**config.mk**
```make
export PLATFORM = sky130hd
export DESIGN_NAME = quoted_string_unescape_core_flat
export DESIGN_NICKNAME = d
export VERILOG_FILES = /design/src/rtl/qsu_pkg.sv /design/src/rtl/qsu_if.sv /design/src/rtl/quoted_string_unescape_core.sv /design/src/flat_wrapper.sv
export SDC_FILE = /design/constraint.sdc
export NUM_CORES = 1
export LEC_CHECK = 0
export ABC_AREA = 1
export BUFFER_PORTS_ARGS = -buffer_cell sky130_fd_sc_hd__buf_2
export CORE_ASPECT_RATIO = 1.25
export CORE_MARGIN = 1.5
export CORE_UTILIZATION = 50
export DETAILED_ROUTE_END_ITERATION = 10
export GPL_TIMING_DRIVEN = 0
export HOLD_SLACK_MARGIN = 0.02
export PLACE_DENSITY = 0.68
export SLEW_MARGIN = 25
export SYNTH_ARGS = -nofsm -noshare
export SYNTH_HDL_FRONTEND = slang
export SYNTH_SLANG_ARGS = --single-unit
```
**constraint.sdc**
```tcl
create_clock -name i_clk -period 7.7 [get_ports i_clk]
set_clock_uncertainty 0.15 [all_clocks]
set_input_delay 0.77 -clock i_clk [delete_from_list [all_inputs] [get_ports i_clk]]
set_output_delay 0.77 -clock i_clk [all_outputs]
set_load 0.005 [all_outputs]
```
**src/rtl/qsu_pkg.sv**
```systemverilog
`default_nettype none
package qsu_pkg;

    // decoder modes
    typedef enum logic [2:0] {
        MODE_ENDED  = 3'd0,
        MODE_NORMAL = 3'd1,
        MODE_ESC    = 3'd2,
        MODE_ZERO   = 3'd3,
        MODE_OCT    = 3'd4,
        MODE_HEX    = 3'd5
    } t_mode;

    // one decoded result as held in the output buffer
    typedef struct packed {
        logic [7:0] out_byte;
        logic       end_of_string;
        logic       last_result;
    } t_res;

    // what a plain byte gives
    typedef struct packed {
        logic       emit;
        logic [7:0] out_byte;
        logic       end_of_string;
    } t_plain;

    // character codes
    localparam logic [7:0] CH_NUL    = 8'h00;
    localparam logic [7:0] CH_BS     = 8'h08;
    localparam logic [7:0] CH_TAB    = 8'h09;
    localparam logic [7:0] CH_LF     = 8'h0A;
    localparam logic [7:0] CH_FF     = 8'h0C;
    localparam logic [7:0] CH_CR     = 8'h0D;
    localparam logic [7:0] CH_QUOTE  = 8'h22;
    localparam logic [7:0] CH_0      = 8'h30;
    localparam logic [7:0] CH_1      = 8'h31;
    localparam logic [7:0] CH_7      = 8'h37;
    localparam logic [7:0] CH_9      = 8'h39;
    localparam logic [7:0] CH_A_UP   = 8'h41;
    localparam logic [7:0] CH_F_UP   = 8'h46;
    localparam logic [7:0] CH_BSLASH = 8'h5C;
    localparam logic [7:0] CH_A_LO   = 8'h61;
    localparam logic [7:0] CH_B_LO   = 8'h62;
    localparam logic [7:0] CH_F_LO   = 8'h66;
    localparam logic [7:0] CH_N_LO   = 8'h6E;
    localparam logic [7:0] CH_R_LO   = 8'h72;
    localparam logic [7:0] CH_T_LO   = 8'h74;
    localparam logic [7:0] CH_X_LO   = 8'h78;

    // digit counts that close a numeric escape
    localparam logic [1:0] OCT_DIGITS = 2'd3;
    localparam logic [1:0] HEX_DIGITS = 2'd2;

    // result of an ordinary byte inside the string
    function automatic t_plain plain_emit(input logic [7:0] b);
        t_plain p;
        p = '0;
        if (b == CH_NUL || b == CH_QUOTE) begin
            p.emit          = 1'b1;
            p.end_of_string = 1'b1;
        end else if (b != CH_BSLASH) begin
            p.emit     = 1'b1;
            p.out_byte = b;
        end
        return p;
    endfunction

    // mode after an ordinary byte inside the string
    function automatic t_mode plain_mode(input logic [7:0] b);
        t_mode m;
        m = MODE_NORMAL;
        if (b == CH_NUL || b == CH_QUOTE) begin
            m = MODE_ENDED;
        end else if (b == CH_BSLASH) begin
            m = MODE_ESC;
        end
        return m;
    endfunction

    // hex digit value, msb set when the byte is a hex digit
    function automatic logic [4:0] hex_digit(input logic [7:0] b);
        logic [4:0] d;
        d = '0;
        if (b >= CH_0 && b <= CH_9) begin
            d = {1'b1, b[3:0]};
        end else if ((b >= CH_A_LO && b <= CH_F_LO) || (b >= CH_A_UP && b <= CH_F_UP)) begin
            d = {1'b1, 4'(b[3:0] + 4'd9)};
        end
        return d;
    endfunction

endpackage
`default_nettype wire

```
**src/rtl/qsu_if.sv**
```systemverilog
`default_nettype none
// raw byte channel
interface qsu_in_if;
    logic       valid;
    logic       ready;
    logic [7:0] in_byte;
    logic       is_opening;

    modport source (output valid, output in_byte, output is_opening, input ready);
    modport sink   (input valid, input in_byte, input is_opening, output ready);
endinterface

// decoded byte channel
interface qsu_out_if;
    logic       valid;
    logic       ready;
    logic [7:0] out_byte;
    logic       end_of_string;
    logic       last_result;

    modport source (output valid, output out_byte, output end_of_string,
                    output last_result, input ready);
    modport sink   (input valid, input out_byte, input end_of_string,
                    input last_result, output ready);
endinterface
`default_nettype wire

```
**src/rtl/quoted_string_unescape_core.sv**
```systemverilog
`default_nettype none
// channel  | dir | payload                                  | handshake
// i_in     | in  | in_byte[7:0], is_opening                 | valid/ready
// o_out    | out | out_byte[7:0], end_of_string, last_result | valid/ready
//
// one raw byte is taken per cycle while the buffer has room; results go from
// the input stage register into the result buffer, behind any result there
// a byte that makes two results (value then byte or terminator) needs the
// two-entry result buffer empty after the pop, else the input waits
// synchronous active-low reset: decoder ended, input and result buffers empty
// a stalled output fills the buffer, then holds the input stage and ready
module quoted_string_unescape_core (
    input  wire        i_clk,
    input  wire        i_rst_n,
    qsu_in_if.sink     i_in,
    qsu_out_if.source  o_out
);
    import qsu_pkg::*;

    // input stage
    logic       r_in_vld;
    logic [7:0] r_in_byte;
    logic       r_in_open;

    // decoder state
    t_mode      r_mode, n_mode;
    logic [8:0] r_val, n_val;
    logic [1:0] r_cnt, n_cnt;

    // result buffer
    t_res       r_ob [2];
    t_res       n_ob [2];
    logic [1:0] r_ocnt, n_ocnt;

    logic       pop;
    logic       consume;
    logic [1:0] c_after;
    logic [1:0] res_n;
    t_res       res0, res1;
    logic [1:0] push_n;

    logic [7:0] b;
    logic       is_oct;
    logic [8:0] oct_val;
    logic [1:0] oct_cnt;
    logic [4:0] hexd;
    logic [8:0] hex_val;
    logic [1:0] hex_cnt;
    t_plain     pl;

    assign b       = r_in_byte;
    assign is_oct  = (b >= CH_0) && (b <= CH_7);
    assign oct_val = {r_val[5:0], b[2:0]};
    assign oct_cnt = r_cnt + 2'd1;
    assign hexd    = hex_digit(b);
    assign hex_val = {r_val[4:0], hexd[3:0]};
    assign hex_cnt = r_cnt + 2'd1;
    assign pl      = plain_emit(b);

    // next decoder state
    always_comb begin
        n_mode = r_mode;
        n_val  = r_val;
        n_cnt  = r_cnt;
        if (r_in_open) begin
            n_mode = MODE_NORMAL;
            n_val  = '0;
            n_cnt  = '0;
        end else begin
            case (r_mode)
                MODE_NORMAL: begin
                    n_mode = plain_mode(b);
                end
                MODE_ESC: begin
                    n_mode = MODE_NORMAL;
                    case (b) inside
                        CH_0: begin
                            n_mode = MODE_ZERO;
                            n_val  = '0;
                            n_cnt  = 2'd1;
                        end
                        [CH_1:CH_7]: begin
                            n_mode = MODE_OCT;
                            n_val  = {6'd0, b[2:0]};
                            n_cnt  = 2'd1;
                        end
                        CH_X_LO: begin
                            n_mode = MODE_HEX;
                            n_val  = '0;
                            n_cnt  = '0;
                        end
                        CH_NUL: begin
                            n_mode = MODE_ENDED;
                        end
                        default: begin
                            n_mode = MODE_NORMAL;
                        end
                    endcase
                end
                MODE_ZERO, MODE_OCT: begin
                    if (r_mode == MODE_ZERO && b == CH_X_LO) begin
                        n_mode = MODE_HEX;
                        n_val  = '0;
                        n_cnt  = '0;
                    end else if (is_oct) begin
                        if (oct_cnt >= OCT_DIGITS) begin
                            n_mode = MODE_NORMAL;
                            n_val  = '0;
                            n_cnt  = '0;
                        end else begin
                            n_mode = MODE_OCT;
                            n_val  = oct_val;
                            n_cnt  = oct_cnt;
                        end
                    end else begin
                        n_mode = plain_mode(b);
                        n_val  = '0;
                        n_cnt  = '0;
                    end
                end
                MODE_HEX: begin
                    if (hexd[4]) begin
                        if (hex_cnt >= HEX_DIGITS) begin
                            n_mode = MODE_NORMAL;
                            n_val  = '0;
                            n_cnt  = '0;
                        end else begin
                            n_val = hex_val;
                            n_cnt = hex_cnt;
                        end
                    end else begin
                        n_mode = plain_mode(b);
                        n_val  = '0;
                        n_cnt  = '0;
                    end
                end
                default: begin
                    n_mode = r_mode;
                end
            endcase
        end
    end

    // results of the held byte
    always_comb begin
        res_n = 2'd0;
        res0  = '0;
        res1  = '0;
        if (!r_in_open) begin
            case (r_mode)
                MODE_NORMAL: begin
                    if (pl.emit) begin
                        res_n              = 2'd1;
                        res0.out_byte      = pl.out_byte;
                        res0.end_of_string = pl.end_of_string;
                    end
                end
                MODE_ESC: begin
                    res_n = 2'd1;
                    case (b) inside
                        CH_N_LO:  res0.out_byte = CH_LF;
                        CH_B_LO:  res0.out_byte = CH_BS;
                        CH_R_LO:  res0.out_byte = CH_CR;
                        CH_T_LO:  res0.out_byte = CH_TAB;
                        CH_F_LO:  res0.out_byte = CH_FF;
                        [CH_0:CH_7], CH_X_LO, CH_LF: res_n = 2'd0;
                        CH_NUL:   res0.end_of_string = 1'b1;
                        default:  res0.out_byte = b;
                    endcase
                end
                MODE_ZERO, MODE_OCT: begin
                    if (r_mode == MODE_ZERO && b == CH_X_LO) begin
                        res_n = 2'd0;
                    end else if (is_oct) begin
                        if (oct_cnt >= OCT_DIGITS) begin
                            res_n         = 2'd1;
                            res0.out_byte = oct_val[7:0];
                        end
                    end else begin
                        res_n              = pl.emit ? 2'd2 : 2'd1;
                        res0.out_byte      = r_val[7:0];
                        res1.out_byte      = pl.out_byte;
                        res1.end_of_string = pl.end_of_string;
                    end
                end
                MODE_HEX: begin
                    if (hexd[4]) begin
                        if (hex_cnt >= HEX_DIGITS) begin
                            res_n         = 2'd1;
                            res0.out_byte = hex_val[7:0];
                        end
                    end else begin
                        res_n              = pl.emit ? 2'd2 : 2'd1;
                        res0.out_byte      = r_val[7:0];
                        res1.out_byte      = pl.out_byte;
                        res1.end_of_string = pl.end_of_string;
                    end
                end
                default: begin
                    res_n = 2'd0;
                end
            endcase
        end
        res0.last_result = (res_n == 2'd1);
        res1.last_result = 1'b1;
    end

    // buffer space and handshakes
    assign pop        = (r_ocnt != 2'd0) && o_out.ready;
    assign c_after    = r_ocnt - {1'b0, pop};
    assign consume    = r_in_vld && ({1'b0, res_n} + {1'b0, c_after} <= 3'd2);
    assign push_n     = consume ? res_n : 2'd0;
    assign i_in.ready = !r_in_vld || consume;

    // result buffer next value
    always_comb begin
        n_ob[0] = pop ? r_ob[1] : r_ob[0];
        n_ob[1] = r_ob[1];
        if (push_n == 2'd2) begin
            n_ob[0] = res0;
            n_ob[1] = res1;
        end else if (push_n == 2'd1) begin
            if (c_after == 2'd0) begin
                n_ob[0] = res0;
            end else begin
                n_ob[1] = res0;
            end
        end
        n_ocnt = c_after + push_n;
    end

    // control registers
    always_ff @(posedge i_clk) begin
        if (!i_rst_n) begin
            r_in_vld <= 1'b0;
            r_mode   <= MODE_ENDED;
            r_val    <= '0;
            r_cnt    <= '0;
            r_ocnt   <= '0;
        end else begin
            if (i_in.valid && i_in.ready) begin
                r_in_vld <= 1'b1;
            end else if (consume) begin
                r_in_vld <= 1'b0;
            end
            if (consume) begin
                r_mode <= n_mode;
                r_val  <= n_val;
                r_cnt  <= n_cnt;
            end
            r_ocnt <= n_ocnt;
        end
    end

    // payload registers
    always_ff @(posedge i_clk) begin
        if (i_in.valid && i_in.ready) begin
            r_in_byte <= i_in.in_byte;
            r_in_open <= i_in.is_opening;
        end
        r_ob[0] <= n_ob[0];
        r_ob[1] <= n_ob[1];
    end

    // output side
    assign o_out.valid         = (r_ocnt != 2'd0);
    assign o_out.out_byte      = r_ob[0].out_byte;
    assign o_out.end_of_string = r_ob[0].end_of_string;
    assign o_out.last_result   = r_ob[0].last_result;

    // buffer never holds more than two results
    a_ocnt_range: assert property (@(posedge i_clk) disable iff (!i_rst_n)
        r_ocnt != 2'd3)
        else $error("result buffer overfilled");

    // a lone buffered result must close its byte
    a_single_last: assert property (@(posedge i_clk) disable iff (!i_rst_n)
        r_ocnt == 2'd1 |-> r_ob[0].last_result)
        else $error("buffered result not marked last");

    // terminator is always the last result of its byte
    a_eos_last: assert property (@(posedge i_clk) disable iff (!i_rst_n)
        o_out.valid && o_out.end_of_string |-> o_out.last_result)
        else $error("terminator not last");

    // a pair of results only enters an empty buffer
    a_pair_room: assert property (@(posedge i_clk) disable iff (!i_rst_n)
        push_n == 2'd2 |-> c_after == 2'd0)
        else $error("pair pushed without room");

endmodule
`default_nettype wire

```
**src/flat_wrapper.sv**
```systemverilog
// flat-port wrapper written by rule: the top's interface ports become plain ports
module quoted_string_unescape_core_flat import qsu_pkg::*;
  (i_clk, i_rst_n, i_in_valid, i_in_in_byte, i_in_is_opening, i_in_ready, o_out_valid, o_out_out_byte, o_out_end_of_string, o_out_last_result, o_out_ready);
  qsu_in_if i_in_i ();
  qsu_out_if o_out_i ();
  input  wire i_clk;
  input  wire i_rst_n;
  input wire logic [$bits(i_in_i.valid)-1:0] i_in_valid;
  input wire logic [$bits(i_in_i.in_byte)-1:0] i_in_in_byte;
  input wire logic [$bits(i_in_i.is_opening)-1:0] i_in_is_opening;
  output wire logic [$bits(i_in_i.ready)-1:0] i_in_ready;
  output wire logic [$bits(o_out_i.valid)-1:0] o_out_valid;
  output wire logic [$bits(o_out_i.out_byte)-1:0] o_out_out_byte;
  output wire logic [$bits(o_out_i.end_of_string)-1:0] o_out_end_of_string;
  output wire logic [$bits(o_out_i.last_result)-1:0] o_out_last_result;
  input wire logic [$bits(o_out_i.ready)-1:0] o_out_ready;
  assign i_in_i.valid = i_in_valid;
  assign i_in_i.in_byte = i_in_in_byte;
  assign i_in_i.is_opening = i_in_is_opening;
  assign i_in_ready = i_in_i.ready;
  assign o_out_valid = o_out_i.valid;
  assign o_out_out_byte = o_out_i.out_byte;
  assign o_out_end_of_string = o_out_i.end_of_string;
  assign o_out_last_result = o_out_i.last_result;
  assign o_out_i.ready = o_out_ready;
  quoted_string_unescape_core u_core (.i_clk(i_clk), .i_rst_n(i_rst_n), .i_in(i_in_i), .o_out(o_out_i));
endmodule
```
# Word-level counts from Yosys, hierarchy flattened
# Memory sizes are Yosys's and may differ from the RTL's.
# Index checks and enable logic that the tools add are counted.
# W data, S select, Z words.
# op_classes
addsub	5
n_lt_le_gt_ge	11
n_eq_ne	21
muxes	91
n_reduce_logical	23
# ops
op	n
$mux W8	22
$mux W9	8
$eq A8 B7 Y1 const B	7
$mux W2	21
$mux W20	2
$pmux W8 S4	1
$mux W10	3
$mux W3	10
$pmux W8 S3	1
$pmux W9 S2	1
$eq A8 B6 Y1 const B	2
$ge A8 B6 Y1 const B	2
$ge A8 B7 Y1 const B	2
$le A8 B6 Y1 const B	2
$le A8 B7 Y1 const B	2
$mux W1	16
$pmux W3 S4	1
$mux W5	2
$logic_and A1 B1 Y1	9
$eq A8 B4 Y1 const B	1
$logic_not A8 Y1	1
$ne A8 B7 Y1 const B	1
$pmux W2 S4	1
$eq A3 B2 Y1 const B	2
other kinds (24)	31
# word_totals
register_bits	25
mem_bits_rw	20
inputBits	13
output_inout_bits	12
elab_cells	159
memories	1
# memory_table
name	words	width	rd	rd_clocked_by_memory_dff	write_ports	line	rtl
u_core.r_ob	2	10	2	0	2	quoted_string_unescape_core.sv:31	t_res r_ob [2];

# Longest topological paths before layout
# depth
depth_word	18
ltp_mapped	30
depth_no_buf	29

# Least setup slack after synthesis
# Ideal clock, no wire load.
# synth_path
path_type	flip-flop to flip-flop
startpoint	reg u_core.r_in_byte[0] (netlist: u_core.b[0])
endpoint	mem u_core.r_ob[0][0] in the netlist's numbering
setup_ps	128
t_arrival_ps	3871
required_ps	7422
setup_slack_ps	3551
stages_incl_launch_ff	25
path_buffers	1
synth_period_minus_slack_ps	4149
path_cell_list	edfxtp_1 inv_1 ha_1 nand3_1 nor3_4 inv_2 o211ai_1 nor2_1 nand2_2 nand2_4 inv_2 ha_1 inv_1 fa_1 inv_1 nand2_1 nand3_1 inv_1 nand3_1 inv_1 ha_1 inv_1 nand2_1 clkbuf_1 a21oi_1
# synth_rtl
element	line	rtl
from (decl)	quoted_string_unescape_core.sv:22	logic [7:0] r_in_byte;
from (signal assigned)	quoted_string_unescape_core.sv:258	r_in_byte <= i_in.in_byte;
to (decl)	quoted_string_unescape_core.sv:31	

==> run summary <==
post-synthesis cell type count -> 41
die width -> 78.7 µm
IO buf count -> 24
dpl cells -> 653
Syn Inst Count -> 538
flop and latch count out of synthesis -> 45
final core utilization -> 56.6%
# IOs -> 25
WL final -> 9.90 mm
post-CTS resize count -> 0
DR vias/cell -> 5.42
max-slew violation count -> 0
post-route clock period utilization -> 66.1%
relative slew slack -> 57.5%
Max Clk Rate -> 197 MHz
RePlAce Congestion -> 0.971
initial antenna violation count -> 0
row cnt -> 34
critical path launch point type -> register
number of global-route vias before repair -> 3413
Core Area -> 6930 µm²
Synth Area per Inst -> 6.65 µm²
CTS tree -> done
clock sinks -> 45
DR DRC count -> 0
ANT cells -> 0
worst skew pair latency -> 0.31 ns
Crit Path Max Fanout -> 11
leakage -> 1.81 nW
largest net degree at the start of global routing -> 14
via count -> 3585
detailed-route wire length per cell -> 15.0 µm
htree depth -> 2
Ys Warns -> 0
layout cell share with drive strength beyond 1 -> 18.9%
Setup Viol. Count Final -> 0
Final min period -> 5.09 ns
Req. time, crit path -> 7.73 ns
Post-Syn Area -> 3580 µm²
Clock Path Buffers -> 2
Num CTS Buffers -> 5
HPWL Detailed -> 7.88 mm
Slew @ Worst Pin -> 0.633 ns
Worst VDD drop -> 0.113 mV
RSZ-0062 raised after global routing -> no
drt first pass iters -> 5
min-delay worst type -> register to register
Power per Cell Area -> 187 nW/µm²
outcome -> finished, final reports clean
# nets final -> 597
Design Power -> 0.000734 W
postcts setup bufs -> 0
Arr. time, crit path -> 5.11 ns
CP Capture Type -> register
clock root buffer -> clkbuf_8
sequential-to-total area share from yosys stat -> 30.2%
Starting Density -> 51.6%
Fin. Hold Viols -> 0
Congestion Overflow GR -> 0
first-pass GRT wire length -> 16.5 mm
Post-Syn Nets -> 565
CTS Hold Bufs -> 0
die area -> 7670 µm²
max-cap check violation count -> 0
number of fill cells -> 690
Setup CP Type -> register to register
Iter 0 DRT Violations -> 231
final non-filler cell total -> 661
gr usage total -> 27.1%
Die Y-Extent -> 97.6 µm
Layout area overhead -> 9.62%
TNS Setup -> 0 ns
Post-DRT Antenna Nets -> 0
clk slew on worst S/H paths -> 0.09 ns
==> cell usage after synthesis <==
cell type	instances	share of area, %
or2_1	1	0.17
nor4_1	1	0.17
o21bai_1	1	0.21
nand3_2	5	1.4
nor3_2	1	0.28
o21ai_2	5	1.2
nand2_1	147	15
buf_6	1	0.31
o21ai_1	24	3.4
buf_2	4	0.56
nor2_2	6	1.0
nand4_1	6	1.0
ha_1	13	4.5
nor2_4	3	0.94
inv_4	2	0.35
nand3_1	44	6.2
inv_2	17	1.8
nor3_4	2	0.91
o22ai_1	5	0.87
o211ai_1	3	0.63
xor2_1	2	0.49
and3_1	1	0.17
xnor2_1	1	0.24
or2_2	1	0.17
o21ai_0	10	1.4
edfxtp_1	18	15
buf_4	11	2.3
nand3_4	2	0.98
nor2_1	57	6.0
nand2_2	11	1.9
nand2_4	2	0.63
nand4_2	3	1.0
dfxtp_1	27	15
inv_1	49	5.1
clkbuf_1	4	0.42
fa_1	1	0.56
nand3b_1	2	0.42
nor3_1	5	0.70
o211ai_2	1	0.35
a21oi_1	38	5.3
clkinv_1	1	0.10
==> cell usage in the layout (no fill, tap or decap), types with 5 or more instances in the layout <==
master    instances
buf_4            11
nor2_1           57
dfxtp_1          27
o21ai_0          10
inv_1            49
nor3_1            5
o21ai_1          24
edfxtp_1         18
ha_1             13
nand4_1           6
nand2_2          11
nand3_1          44
clkbuf_1          5
buf_2            29
nor2_2            6
inv_2            17
clkbuf_8          5
a21oi_1          38
o21ai_2           5
nand3_2           5
nand2_1         147
o22ai_1           5
==> power by group <==
group / total [W] / internal [W] / switching (W) / leakage, nW
Combinational: 0.000252 / 0.000113 / 0.000139 / 1.35
Sequential: 0.000302 / 0.000283 / 0.0000191 / 0.410
Clock: 0.000180 / 0.0000959 / 0.0000843 / 0.0528
==> metal layers <==
metal | vias to the layer above | global-route usage [%] | wire (µm)
li1 | 1814 | - | -
met1 | 1604 | 33.8 | 4210
met2 | 148 | 47.4 | 4970
met3 | 19 | 3.00 | 474
met4 | 0 | 10.2 | 241
met5 | - | 0 | 0
==> per-stage QoR <==
stage	hold WS [ns]	instance area, µm²	setup WS, ns
2_1_floorplan	0.299	3580	3.55
3_3_place_gp	0.321	3810	2.69
3_5_place_dp	0.330	3810	2.63
4_1_cts	0.344	3920	2.59
5_1_grt	0.373	3920	2.19
6_report	0.341	3920	2.61
==> path summary, 6_finish.rpt <==
check,start,depth (start not counted),slack (ns),end
max,u_core.b[0],24,2.61,u_core.r_ob[0][3]
max reg2reg,u_core.b[0],24,2.61,u_core.r_ob[0][3]
min,u_core.r_cnt[1],2,0.34,u_core.r_cnt[1]
min reg2reg,u_core.r_cnt[1],2,0.34,u_core.r_cnt[1]
==> final cells by class <==
cell class / count / area, µm² / area share [%]
Buffer: 20 / 129 / 3.29
Clock buffer: 6 / 72.6 / 1.85
Clock inverter: 2 / 33.8 / 0.862
Inverter: 69 / 264 / 6.73
Multi-Input combinational cell: 404 / 2100 / 53.6
Sequential cell: 45 / 1080 / 27.6
Tap cell: 90 / 113 / 2.87
Timing Repair Buffer: 25 / 125 / 3.19
==> cells by family (layout without fill, tap and decap cells) <==
kind of cell | after synthesis | in the layout | share of synthesized area (%)
and+or+nand+nor | 300 | 300 | 39.6
buffers and inverters | 89 | 122 | 11.0
AOI/OAI and AO/OA | 87 | 87 | 13.4
DFF | 45 | 45 | 30.2
adders and majority gates | 14 | 14 | 5.11
xor gates and xnor gates | 3 | 3 | 0.735
==> state kept, by name, summed over array words and instances (netlist names) <==
signal            flops
u_core.r_in_open      1
u_core.r_in_vld       1
u_core.r_mode         3
u_core.r_ocnt         2
u_core.r_val          8
u_core.r_ob          20
u_core.r_cnt          2
u_core.b              8
==> critical path, cell delays in order (launching register included) <==
cell and delay [ns]:
edfxtp_1 0.54, inv_1 0.32, ha_1 0.30, nand3_1 0.14
nor3_4 0.38, inv_2 0.12, o211ai_1 0.20, nor2_1 0.07
nand2_2 0.10, nand2_4 0.08, inv_2 0.06, ha_1 0.13
inv_1 0.05, fa_1 0.47, inv_1 0.04, nand2_1 0.06
nand3_1 0.13, inv_1 0.19, nand3_1 0.18, inv_1 0.10
ha_1 0.20, inv_1 0.09, nand2_1 0.27, clkbuf_1 0.44
a21oi_1 0.14
(Power assumes the default switching activity.)
